## config.mk

```make
export PLATFORM = sky130hd
export DESIGN_NAME = dead_reckoning_pose_integrator_unit
export DESIGN_NICKNAME = d
export VERILOG_FILES = /design/src/hw/rtl/drpi_pkg.sv /design/src/hw/rtl/drpi_cordic.sv /design/src/hw/rtl/dead_reckoning_pose_integrator_unit.sv
export SDC_FILE = /design/constraint.sdc
export NUM_CORES = 2
export LEC_CHECK = 0
export ABC_AREA = 1
export BUFFER_PORTS_ARGS = -buffer_cell sky130_fd_sc_hd__buf_4
export CAP_MARGIN = 25
export CORE_AREA = 2 2 353 355
export DETAILED_ROUTE_END_ITERATION = 6
export DIE_AREA = 0 0 355 357
export PLACE_DENSITY_LB_ADDON = 0.1
export SYNTH_ARGS = -nofsm -noshare
export SYNTH_HDL_FRONTEND = slang
export SYNTH_SLANG_ARGS = --single-unit
export TNS_END_PERCENT = 5
```

## constraint.sdc

```tcl
create_clock -name clk -period 19.3 [get_ports clk]
set_clock_uncertainty 0.05 [all_clocks]
set_input_delay 1.93 -clock clk [delete_from_list [all_inputs] [get_ports clk]]
set_output_delay 1.93 -clock clk [all_outputs]
set_load 0.005 [all_outputs]
```

## src/hw/rtl/drpi_pkg.sv

```systemverilog
// Shared types, constants and helper functions of the pose integrator.
package drpi_pkg;

    localparam int ANGLE_BITS_DEF   = 16;
    localparam int CORDIC_STEPS_DEF = 16;

    localparam int ODO_W      = 32;
    localparam int POS_W      = 48;
    localparam int DIST_LIM_W = 31;
    localparam int YAW_LIM_W  = 15;
    localparam int CFG_W      = 31;
    localparam int CS_W       = 34;
    localparam int Q15_W      = 16;
    localparam int PROD_W     = ODO_W + Q15_W;

    localparam logic [DIST_LIM_W-1:0] MAX_DISTANCE_RST = DIST_LIM_W'(32768);
    localparam logic [YAW_LIM_W-1:0]  MAX_YAW_RST      = YAW_LIM_W'(15646);

    localparam logic signed [CS_W-1:0] CORDIC_GAIN_Q30 = CS_W'(652032874);

    localparam logic [0:0] CFG_MAX_DISTANCE = 1'b0;
    localparam logic [0:0] CFG_MAX_YAW      = 1'b1;

    typedef enum logic [2:0] {
        ST_IDLE,
        ST_STEP,
        ST_HEAD,
        ST_START,
        ST_ROTATE,
        ST_MUL_COS,
        ST_ADD_X,
        ST_DONE
    } drpi_state_t;

    // Arctangent of 2^-i in units of 2^32 per turn.
    function automatic logic [31:0] atan_entry(input logic [4:0] idx);
        logic [31:0] r;
        case (idx)
            5'd0:    r = 32'd536870912;
            5'd1:    r = 32'd316933406;
            5'd2:    r = 32'd167458907;
            5'd3:    r = 32'd85004756;
            5'd4:    r = 32'd42667331;
            5'd5:    r = 32'd21354465;
            5'd6:    r = 32'd10680862;
            5'd7:    r = 32'd5340245;
            5'd8:    r = 32'd2670163;
            5'd9:    r = 32'd1335087;
            5'd10:   r = 32'd667544;
            5'd11:   r = 32'd333772;
            5'd12:   r = 32'd166886;
            5'd13:   r = 32'd83443;
            5'd14:   r = 32'd41722;
            5'd15:   r = 32'd20861;
            5'd16:   r = 32'd10430;
            5'd17:   r = 32'd5215;
            5'd18:   r = 32'd2608;
            5'd19:   r = 32'd1304;
            5'd20:   r = 32'd652;
            5'd21:   r = 32'd326;
            5'd22:   r = 32'd163;
            5'd23:   r = 32'd81;
            default: r = 32'd0;
        endcase
        return r;
    endfunction

    // Q4.30 to Q1.15 with round half up and clamping.
    function automatic logic signed [Q15_W-1:0] to_q15(input logic signed [CS_W-1:0] v);
        logic signed [CS_W-1:0] rnd;
        logic signed [CS_W-1:0] sh;
        logic signed [Q15_W-1:0] r;
        rnd = v + CS_W'(16384);
        sh  = rnd >>> 15;
        if (sh > CS_W'(32767))
            r = 16'sh7FFF;
        else if (sh < -CS_W'(32768))
            r = 16'sh8000;
        else
            r = sh[Q15_W-1:0];
        return r;
    endfunction

endpackage

```

## src/hw/rtl/drpi_cordic.sv

```systemverilog
// Iterative CORDIC rotator giving cosine and sine of a binary angle in Q1.15.
module drpi_cordic
    import drpi_pkg::*;
#(
    parameter int ANGLE_BITS   = ANGLE_BITS_DEF,
    parameter int CORDIC_STEPS = CORDIC_STEPS_DEF
)
(
    input  logic                           clk,
    input  logic                           rst_n,
    input  logic                           start,
    input  logic [ANGLE_BITS-1:0]          angle,
    output logic                           done,
    output logic signed [Q15_W-1:0]        cos_q15,
    output logic signed [Q15_W-1:0]        sin_q15
);

    localparam int STEP_W = $clog2(CORDIC_STEPS);

    logic signed [CS_W-1:0] x_reg, x_next;
    logic signed [CS_W-1:0] y_reg, y_next;
    logic [31:0]            z_reg, z_next;
    logic [STEP_W-1:0]      step_reg;
    logic                   busy_reg;
    logic                   fin_reg;
    logic                   done_reg;
    logic signed [Q15_W-1:0] cos_reg;
    logic signed [Q15_W-1:0] sin_reg;

    logic [31:0]            z_start;
    logic signed [CS_W-1:0] xs, ys;
    logic [31:0]            atan_val;

    assign z_start  = {angle, {(32-ANGLE_BITS){1'b0}}};
    assign xs       = x_reg >>> step_reg;
    assign ys       = y_reg >>> step_reg;
    assign atan_val = atan_entry(5'(step_reg));

    always_comb
    begin
        if (!z_reg[31])
        begin
            x_next = x_reg - ys;
            y_next = y_reg + xs;
            z_next = z_reg - atan_val;
        end
        else
        begin
            x_next = x_reg + ys;
            y_next = y_reg - xs;
            z_next = z_reg + atan_val;
        end
    end

    always_ff @(posedge clk or negedge rst_n)
    begin
        if (!rst_n)
        begin
            busy_reg <= 1'b0;
            fin_reg  <= 1'b0;
            done_reg <= 1'b0;
            step_reg <= '0;
        end
        else
        begin
            done_reg <= 1'b0;
            fin_reg  <= 1'b0;
            if (start)
            begin
                busy_reg <= 1'b1;
                step_reg <= '0;
            end
            else if (busy_reg)
            begin
                if (step_reg == STEP_W'(CORDIC_STEPS - 1))
                begin
                    busy_reg <= 1'b0;
                    fin_reg  <= 1'b1;
                end
                step_reg <= step_reg + 1'b1;
            end
            if (fin_reg)
                done_reg <= 1'b1;
        end
    end

    always_ff @(posedge clk)
    begin
        if (start)
        begin
            // Angles in the left half plane start from the negated vector.
            if (z_start > 32'h4000_0000 && z_start < 32'hC000_0000)
            begin
                z_reg <= z_start + 32'h8000_0000;
                x_reg <= -CORDIC_GAIN_Q30;
            end
            else
            begin
                z_reg <= z_start;
                x_reg <= CORDIC_GAIN_Q30;
            end
            y_reg <= '0;
        end
        else if (busy_reg)
        begin
            x_reg <= x_next;
            y_reg <= y_next;
            z_reg <= z_next;
        end
        if (fin_reg)
        begin
            cos_reg <= to_q15(x_reg);
            sin_reg <= to_q15(y_reg);
        end
    end

    assign done    = done_reg;
    assign cos_q15 = cos_reg;
    assign sin_q15 = sin_reg;

endmodule

```

## src/hw/rtl/dead_reckoning_pose_integrator_unit.sv

```systemverilog
// Top level of the dead-reckoning pose integrator.
//
//   channel   direction  handshake                 payload
//   in        input      in_valid / in_ready       odo_reading, imu_yaw
//   out       output     out_valid / out_ready     pose_x, pose_y, pose_heading
//   cfg       input      cfg_write_en              cfg_index, cfg_data
//
// A transaction passes through the states STEP, HEAD, START, ROTATE, MUL_COS, ADD_X and
// DONE on its way from acceptance to the result register; the iterative CORDIC rotator,
// one rotation per cycle, takes most of that time, and one shared multiplier serves x and y.
// A new input is taken only in the idle state, so the unit accepts no input while it
// works on the last one; a finished result waits in the output register
// while the next input is accepted and worked on, and a result that finds that
// register still full holds the unit in its final state.
// Reset clears the pose, the previous readings and restores the limit registers.
module dead_reckoning_pose_integrator_unit
    import drpi_pkg::*;
#(
    parameter int ANGLE_BITS   = ANGLE_BITS_DEF,
    parameter int CORDIC_STEPS = CORDIC_STEPS_DEF
)
(
    input  logic                           clk,
    input  logic                           rst_n,
    input  logic                           in_valid,
    output logic                           in_ready,
    input  logic signed [ODO_W-1:0]        odo_reading,
    input  logic [ANGLE_BITS-1:0]          imu_yaw,
    output logic                           out_valid,
    input  logic                           out_ready,
    output logic signed [POS_W-1:0]        pose_x,
    output logic signed [POS_W-1:0]        pose_y,
    output logic [ANGLE_BITS-1:0]          pose_heading,
    input  logic                           cfg_write_en,
    input  logic [0:0]                     cfg_index,
    input  logic [CFG_W-1:0]               cfg_data
);

    localparam int DS_W = ODO_W + 2;
    localparam int DY_W = (ANGLE_BITS > YAW_LIM_W ? ANGLE_BITS : YAW_LIM_W) + 2;

    drpi_state_t state_reg, state_next;

    logic [DIST_LIM_W-1:0]        max_distance_reg;
    logic [YAW_LIM_W-1:0]         max_yaw_reg;

    logic signed [ODO_W-1:0]      odo_in_reg;
    logic [ANGLE_BITS-1:0]        yaw_in_reg;
    logic signed [ODO_W-1:0]      last_odo_reg;
    logic [ANGLE_BITS-1:0]        last_yaw_reg;
    logic signed [ODO_W-1:0]      ds_reg;
    logic [ANGLE_BITS-1:0]        dyaw_reg;
    logic [ANGLE_BITS-1:0]        heading_reg;
    logic signed [POS_W-1:0]      pos_x_reg;
    logic signed [POS_W-1:0]      pos_y_reg;
    logic signed [PROD_W-1:0]     prod_reg;

    logic                         out_valid_reg;
    logic signed [POS_W-1:0]      out_x_reg;
    logic signed [POS_W-1:0]      out_y_reg;
    logic [ANGLE_BITS-1:0]        out_heading_reg;

    logic                         cordic_start;
    logic                         cordic_done;
    logic signed [Q15_W-1:0]      cos_q15;
    logic signed [Q15_W-1:0]      sin_q15;

    logic signed [DS_W-1:0]       ds_full;
    logic signed [DS_W-1:0]       lim_s;
    logic                         ds_ok;
    logic [ANGLE_BITS-1:0]        yaw_diff;
    logic signed [DY_W-1:0]       dyaw_ext;
    logic signed [DY_W-1:0]       lim_y;
    logic                         dyaw_ok;

    logic signed [Q15_W-1:0]      mul_b;
    logic signed [POS_W:0]        rnd;
    logic signed [POS_W:0]        inc;
    logic signed [POS_W-1:0]      pos_sel;
    logic signed [POS_W:0]        pos_sum;
    logic signed [POS_W-1:0]      pos_sat;
    logic                         out_free;

    drpi_cordic #(
        .ANGLE_BITS   (ANGLE_BITS),
        .CORDIC_STEPS (CORDIC_STEPS)
    ) u_cordic (
        .clk     (clk),
        .rst_n   (rst_n),
        .start   (cordic_start),
        .angle   (heading_reg),
        .done    (cordic_done),
        .cos_q15 (cos_q15),
        .sin_q15 (sin_q15)
    );

    // Step limiting: both steps must lie strictly inside their symmetric limit.
    assign ds_full  = DS_W'(odo_in_reg) - DS_W'(last_odo_reg);
    assign lim_s    = DS_W'({1'b0, max_distance_reg});
    assign ds_ok    = (ds_full > -lim_s) && (ds_full < lim_s);
    assign yaw_diff = yaw_in_reg - last_yaw_reg;
    assign dyaw_ext = DY_W'($signed(yaw_diff));
    assign lim_y    = DY_W'({1'b0, max_yaw_reg});
    assign dyaw_ok  = (dyaw_ext > -lim_y) && (dyaw_ext < lim_y);

    // Shared position update: round the product, add and saturate.
    assign mul_b    = (state_reg == ST_MUL_COS) ? cos_q15 : sin_q15;
    assign rnd      = (POS_W+1)'(prod_reg) + (POS_W+1)'(16384);
    assign inc      = rnd >>> 15;
    assign pos_sel  = (state_reg == ST_ADD_X) ? pos_x_reg : pos_y_reg;
    assign pos_sum  = (POS_W+1)'(pos_sel) + inc;

    always_comb
    begin
        if (pos_sum[POS_W] != pos_sum[POS_W-1])
            pos_sat = pos_sum[POS_W] ? {1'b1, {(POS_W-1){1'b0}}}
                                     : {1'b0, {(POS_W-1){1'b1}}};
        else
            pos_sat = pos_sum[POS_W-1:0];
    end

    assign out_free = !out_valid_reg || out_ready;

    always_comb
    begin
        state_next = state_reg;
        unique case (state_reg)
            ST_IDLE:    if (in_valid) state_next = ST_STEP;
            ST_STEP:    state_next = ST_HEAD;
            ST_HEAD:    state_next = ST_START;
            ST_START:   state_next = ST_ROTATE;
            ST_ROTATE:  if (cordic_done) state_next = ST_MUL_COS;
            ST_MUL_COS: state_next = ST_ADD_X;
            ST_ADD_X:   state_next = ST_DONE;
            ST_DONE:    if (out_free) state_next = ST_IDLE;
            default:    state_next = ST_IDLE;
        endcase
    end

    always_comb
    begin
        in_ready     = 1'b0;
        cordic_start = 1'b0;
        unique case (state_reg)
            ST_IDLE:  in_ready     = 1'b1;
            ST_START: cordic_start = 1'b1;
            ST_STEP, ST_HEAD, ST_ROTATE, ST_MUL_COS, ST_ADD_X, ST_DONE:
            begin
            end
            default:
            begin
            end
        endcase
    end

    always_ff @(posedge clk or negedge rst_n)
    begin
        if (!rst_n)
        begin
            state_reg        <= ST_IDLE;
            max_distance_reg <= MAX_DISTANCE_RST;
            max_yaw_reg      <= MAX_YAW_RST;
            last_odo_reg     <= '0;
            last_yaw_reg     <= '0;
            heading_reg      <= '0;
            pos_x_reg        <= '0;
            pos_y_reg        <= '0;
            out_valid_reg    <= 1'b0;
        end
        else
        begin
            state_reg <= state_next;

            if (cfg_write_en)
            begin
                unique case (cfg_index)
                    CFG_MAX_DISTANCE: max_distance_reg <= cfg_data[DIST_LIM_W-1:0];
                    CFG_MAX_YAW:      max_yaw_reg      <= cfg_data[YAW_LIM_W-1:0];
                    default:
                    begin
                    end
                endcase
            end

            if (state_reg == ST_STEP)
            begin
                // Readings are kept whether or not their steps pass the limits.
                last_odo_reg <= odo_in_reg;
                last_yaw_reg <= yaw_in_reg;
            end
            if (state_reg == ST_HEAD)
                heading_reg <= heading_reg + dyaw_reg;
            if (state_reg == ST_ADD_X)
                pos_x_reg <= pos_sat;
            if (state_reg == ST_DONE && out_free)
                pos_y_reg <= pos_sat;

            if (state_reg == ST_DONE && out_free)
                out_valid_reg <= 1'b1;
            else if (out_ready)
                out_valid_reg <= 1'b0;
        end
    end

    always_ff @(posedge clk)
    begin
        if (in_valid && in_ready)
        begin
            odo_in_reg <= odo_reading;
            yaw_in_reg <= imu_yaw;
        end
        if (state_reg == ST_STEP)
        begin
            ds_reg   <= ds_ok ? ds_full[ODO_W-1:0] : '0;
            dyaw_reg <= dyaw_ok ? yaw_diff : '0;
        end
        if (state_reg == ST_MUL_COS || state_reg == ST_ADD_X)
            prod_reg <= ds_reg * mul_b;
        if (state_reg == ST_DONE && out_free)
        begin
            out_x_reg       <= pos_x_reg;
            out_y_reg       <= pos_sat;
            out_heading_reg <= heading_reg;
        end
    end

    assign out_valid    = out_valid_reg;
    assign pose_x       = out_x_reg;
    assign pose_y       = out_y_reg;
    assign pose_heading = out_heading_reg;

endmodule

```

; ---- Word-level counts from Yosys, hierarchy flattened
; Memories as Yosys holds them, arrays and structs flattened.
; Index checks and enable logic that the tools add are counted.
[classes]
n_lt_le_gt_ge = 10
n_reduce_logical = 14
n_eq_ne = 12
mul = 1
mux = 32
shifts = 2
bitwise_logic = 1
addsub = 17
[ops]
columns = op, n
row1 = $mux 34, 5
row2 = $mux 48, 3
row3 = $mux 32, 4
row4 = $add 34x16->34 const B, 2
row5 = $add 34x34->34, 2
row6 = $sshr 34x4->34, 2
row7 = $sub 34x34->34, 2
row8 = $add 48x16->49 const B, 1
row9 = $add 48x34->49, 1
row10 = $mul 32x16->48, 1
row11 = $mux 16, 3
row12 = $gt 19x16->1 const B, 2
row13 = $lt 19x16->1 const B, 2
row14 = $gt 33x34->1, 1
row15 = $neg 31->34, 1
row16 = $lt 33x32->1, 1
row17 = $sub 32x32->33, 1
row18 = $add 32x32->32, 1
row19 = $add 32x32->32 const B, 1
row20 = $gt 32x31->1 const B, 1
row21 = $lt 32x32->1 const B, 1
row22 = $sub 32x32->32, 1
row23 = $pmux 3 s8, 1
row24 = $gt 16x18->1, 1
row25 = other kinds (23), 48
[word_totals]
mem_bits_ro = 480
memories = 1
register_bits = 605
[memory_table]
columns = memory, words, word_bits, read_ports, rd_ports_with_merged_regs, wr, line_no
row1 = (name not given), 16, 30, 1, 0, 0, drpi_pkg.sv:38  ; case (idx)

; ---- Depth between registers and ports, before layout
[logic_depth]
ltp_word = 5
mapped_depth = 33
ltp_nobuf = 32

; ---- Cells and area by module
; Synthesis repeated with hierarchy kept, for this count alone.
[unflattened]
cells_unflattened = 8470
hier_area_um2 = 63205.6
[modules_own_cells]
columns = module, area_per_inst_um2, instances, seq_area_each_um2, cells_per_inst
row1 = dead_reckoning_pose_integrator_unit, 45825.2, 1, 12534.5, 5719
row2 = drpi_cordic, 17380.4, 1, 3798.6, 2751

; ---- Worst setup path before layout
; OpenSTA, ideal clock, no wires.
[synth_path]
path_kind = register to register
start = register state_reg[2]
end = register prod_reg[46] (data pin)
stages_incl_launch_ff = 27
required_ns = 18.988
period_less_slack_ns = 6.941
path_slack_ns = 12.359
setup_time_ns = 0.262
path_buffers = 5
arrival_ns = 6.629
cell_sequence = dfrtp_1 buf_2 nand3_1 clkbuf_1 buf_1 nand2_1 o21ai_0 clkbuf_1 clkbuf_1 nor2_1 fa_1 fa_1 fa_1 fa_1 fa_1 inv_1 fa_1 inv_1 ha_1 a21oi_1 inv_1 a31oi_1 a21boi_0 o21ai_0 a21oi_1 o21bai_1 xor2_1
[synth_via]
elab_chain_cells = 3
[synth_rtl]
columns = element, line_no
row1 = start: declaration, dead_reckoning_pose_integrator_unit.sv:42  ; drpi_state_t state_reg, state_next;
row2 = start signal: assignment, dead_reckoning_pose_integrator_unit.sv:172  ; state_reg <= state_next;
row3 = $eq 3x3->1, dead_reckoning_pose_integrator_unit.sv:107  ; assign mul_b = (state_reg == ST_MUL_COS) ? cos_q15 : sin_q15;
row4 = $mux 16, dead_reckoning_pose_integrator_unit.sv:107
row5 = $mul 32x16->48, dead_reckoning_pose_integrator_unit.sv:218  ; prod_reg <= ds_reg * mul_b;
row6 = end signal: assignment, dead_reckoning_pose_integrator_unit.sv:218
row7 = end: declaration, dead_reckoning_pose_integrator_unit.sv:56  ; logic signed [PROD_W-1:0] prod_reg;
; Every way passes these cells.
; A chain may end at the register's enable or synchronous reset.

; ---- Final worst setup path
[layout_path]
start = register state_reg[2]
end = register prod_reg[43] (data pin)
; The elaborated chain is that of the path after synthesis.

==> summary.md <==
| Metric | Value |
|---|---|
| Status | finished clean |
| Average size of a mapped cell | about 7.6 µm² |
| Total CTS buffers | 72 |
| I/O pin cnt | 199 |
| Setup crit start kind | flop |
| Post-Syn Area | 0.0610 mm² |
| Commonest cells after routing, fill and taps aside | nand2_1, inv_1, nor2_1 |
| Chip width | 355 µm |
| CTS H-tree lvls | 3 |
| Largest net degree at the start of global routing | 112 |
| Initial drt markers | 4192 |
| Root Driver | clkbuf_16 |
| CP bufs+invs | 10 |
| Routed len/inst | 18.4 µm |
| Clock transition at path regs | ~0.06 ns |
| Worst-Margin Slew | 1.01 ns |
| Crit Path Max Fanout | 32 |
| DRC | 0 |
| Worst skew pair latency | 0.70 ns |
| Endpoints failing hold | 0 |
| RSZ-0062 raised after global routing | no |
| Vias per cell | approximately 5.3 |
| Area share of the largest cell type after synthesis | between 15 and 20% |
| DP HPWL | 142000 µm |
| Yosys reg bits | between 500 and 600 |
| WL final | 181000 µm |
| Pre-Repair DR Iteration Count | 6 |
| Core Box Area | 0.123 mm² |
| Worst setup EP type | flop |
| CTS tree | built |
| Nets | 9127 |
| Routability cong. | approximately 0.94 |
| Crit path largest cell delay | 0.91 ns |
| First-pass GRT wire length | 288000 µm |
| Largest area contributor in the netlist | edfxtp_1 |
| Cells after Synth | 8033 |
| Overall Global Routing Usage | approximately 29% |
| Register area share after synthesis | 26.8% |
| Post-CTS resize count | 0 |
| Initial antenna violation count | 2 |
| Most common cell after layout, fill and taps aside | nand2_1 |
| Die H | 357 µm |
| Prevailing post-synth register cell | edfxtp_1 |
| Syn Nets | 9037 |
| Area Overhead vs Synth | 8.96% |
| Critical Path RT | ~20 ns |
| Die Area | 0.127 mm² |
| Post-route ant nets | 0 |
| Async set-or-reset flop fraction in the synthesized netlist | a little under two fifths |
| Via count | between 50000 and 60000 |
| Deepest clock path buffer count | 3 |
| Vias in the first global route | ~53000 |
| Ys Warns | 0 |
| Crit share post-route | 41.6% |
| Final setup violation count | 0 |
| Crit path kind | flop to flop |
| Fin Setup TNS | 0 ns |
| Site Rows | 129 |
| EDFF count, synth | 340 |
| Overflow after GRT | 0 |
| Synth cell types | 66 |
| CTS hold repair buffers | 0 |
| Clock sinks | a little under 600 |
| Area contributors post-synth | edfxtp_1, fa_1, nand2_1, ha_1, dfrtp_1 |
| Initial core utilization | roughly 50% |
| CP max stage cell | fa_1 |
| Fin. max-slew vios | 0 |
| Arrival @ worst endpoint | 8.41 ns |
| Most numerous cell on the critical path | inv_1 |
| Fmax | 125 MHz |
| # port buffers | between 150 and 200 |
| Relative slew slack | between 30% and 40% |
| Top delay family on crit path | adder cells |
| Fraction of layout cells with a size suffix above 1 | 5.60% |
| Worst Hold Class | flop to flop |
| Max cap viols | 0 |
| Post-CTS setup buffer count | 0 |
| Min Tclk post-route | 8.03 ns |
routing by layer:
metal / GRT usage [%] / up-vias / share of wire (%)
met2: 48.8 / 1481 / 48
met1: 38.0 / 25100 / 43
li1: - / 25700 / -
met4: 8.72 / 0 / 2.8
met3: 4.23 / 276 / 6.1
met5: 0 / - / 0
cell families after synthesis:
| group | Yosys count | synth area share [%] |
|---|---|---|
| simple gates | 3361 | 22.3 |
| buf+inv | 1641 | 10.3 |
| compound gates | 1155 | 10.5 |
| fa+ha+maj | 919 | 24.9 |
| flops | 591 | 26.8 |
| xor+xnor | 366 | 5.25 |
cell type report:
type	instances	area (µm²)
multi-input cells	5801	38500
clock inverters	42	474
flip-flops and latches	591	16300
fillers	12100	56500
inverters	1406	5280
well taps	1637	2050
repair buffers	251	1980
clock buffers	92	1900
diodes	1	2.50
cell usage after synthesis (6+ instances only):
cell type,count
o21ai_0,414
nor2_2,8
o21bai_1,27
and3_1,6
buf_2,40
nand2_1,2011
nor3_1,73
inv_1,1380
fa_1,492
clkinv_1,11
dfrtp_1,207
nor2_1,752
buf_1,27
o21a_1,29
nand3_1,381
a21o_1,26
edfxtp_1,340
dfxtp_1,34
ha_1,427
nand4_1,48
nand3b_1,9
dfstp_2,10
a31oi_1,60
nor3_2,8
a21oi_1,446
a21boi_0,24
inv_2,15
nor4_1,28
a211oi_1,10
o221ai_1,12
o21ai_2,7
or2_2,18
o21ai_1,46
xnor2_1,125
buf_4,12
clkbuf_1,151
xor2_1,241
o211ai_1,25
final timing paths:
check                      cells past startpoint  slack (ns)                     start                           end
max reg2reg                                   27       11.27  state_reg[2]$_DFFE_PN0P_        prod_reg[43]$_DFFE_PP_
min                                            0        0.42  pos_x_reg[6]$_DFFE_PN0P_           pose_x[6]$_DFFE_PP_
max in group asynchronous                      3       15.75                     rst_n     pos_x_reg[31]$_DFFE_PN0P_
max                                           27       11.27  state_reg[2]$_DFFE_PN0P_        prod_reg[43]$_DFFE_PP_
min in group asynchronous                      1        1.22                     rst_n  last_odo_reg[30]$_DFFE_PN0P_
min reg2reg                                    0        0.42  pos_x_reg[6]$_DFFE_PN0P_           pose_x[6]$_DFFE_PP_
stage by stage:
stage / instance area (µm²) / utilization (%) / std cells / hold slack (ns) / setup slack (ns)
detailed placement: 64000 / 52.1 / 9682 / 0.412 / 11.23
global placement: 64000 / 52.0 / 9679 / 0.411 / 11.30
global route: 66500 / 54.1 / 9820 / 0.437 / 10.80
finish: 66500 / 54.1 / 9821 / 0.425 / 11.27
CTS: 66400 / 54.0 / 9816 / 0.423 / 11.18
floorplan: 61000 / - / 8033 / 0.397 / 12.36
Power is left out: the tool's default activity adds up to more than one toggle a clock period on the data nets, which glitch-free logic cannot reach.
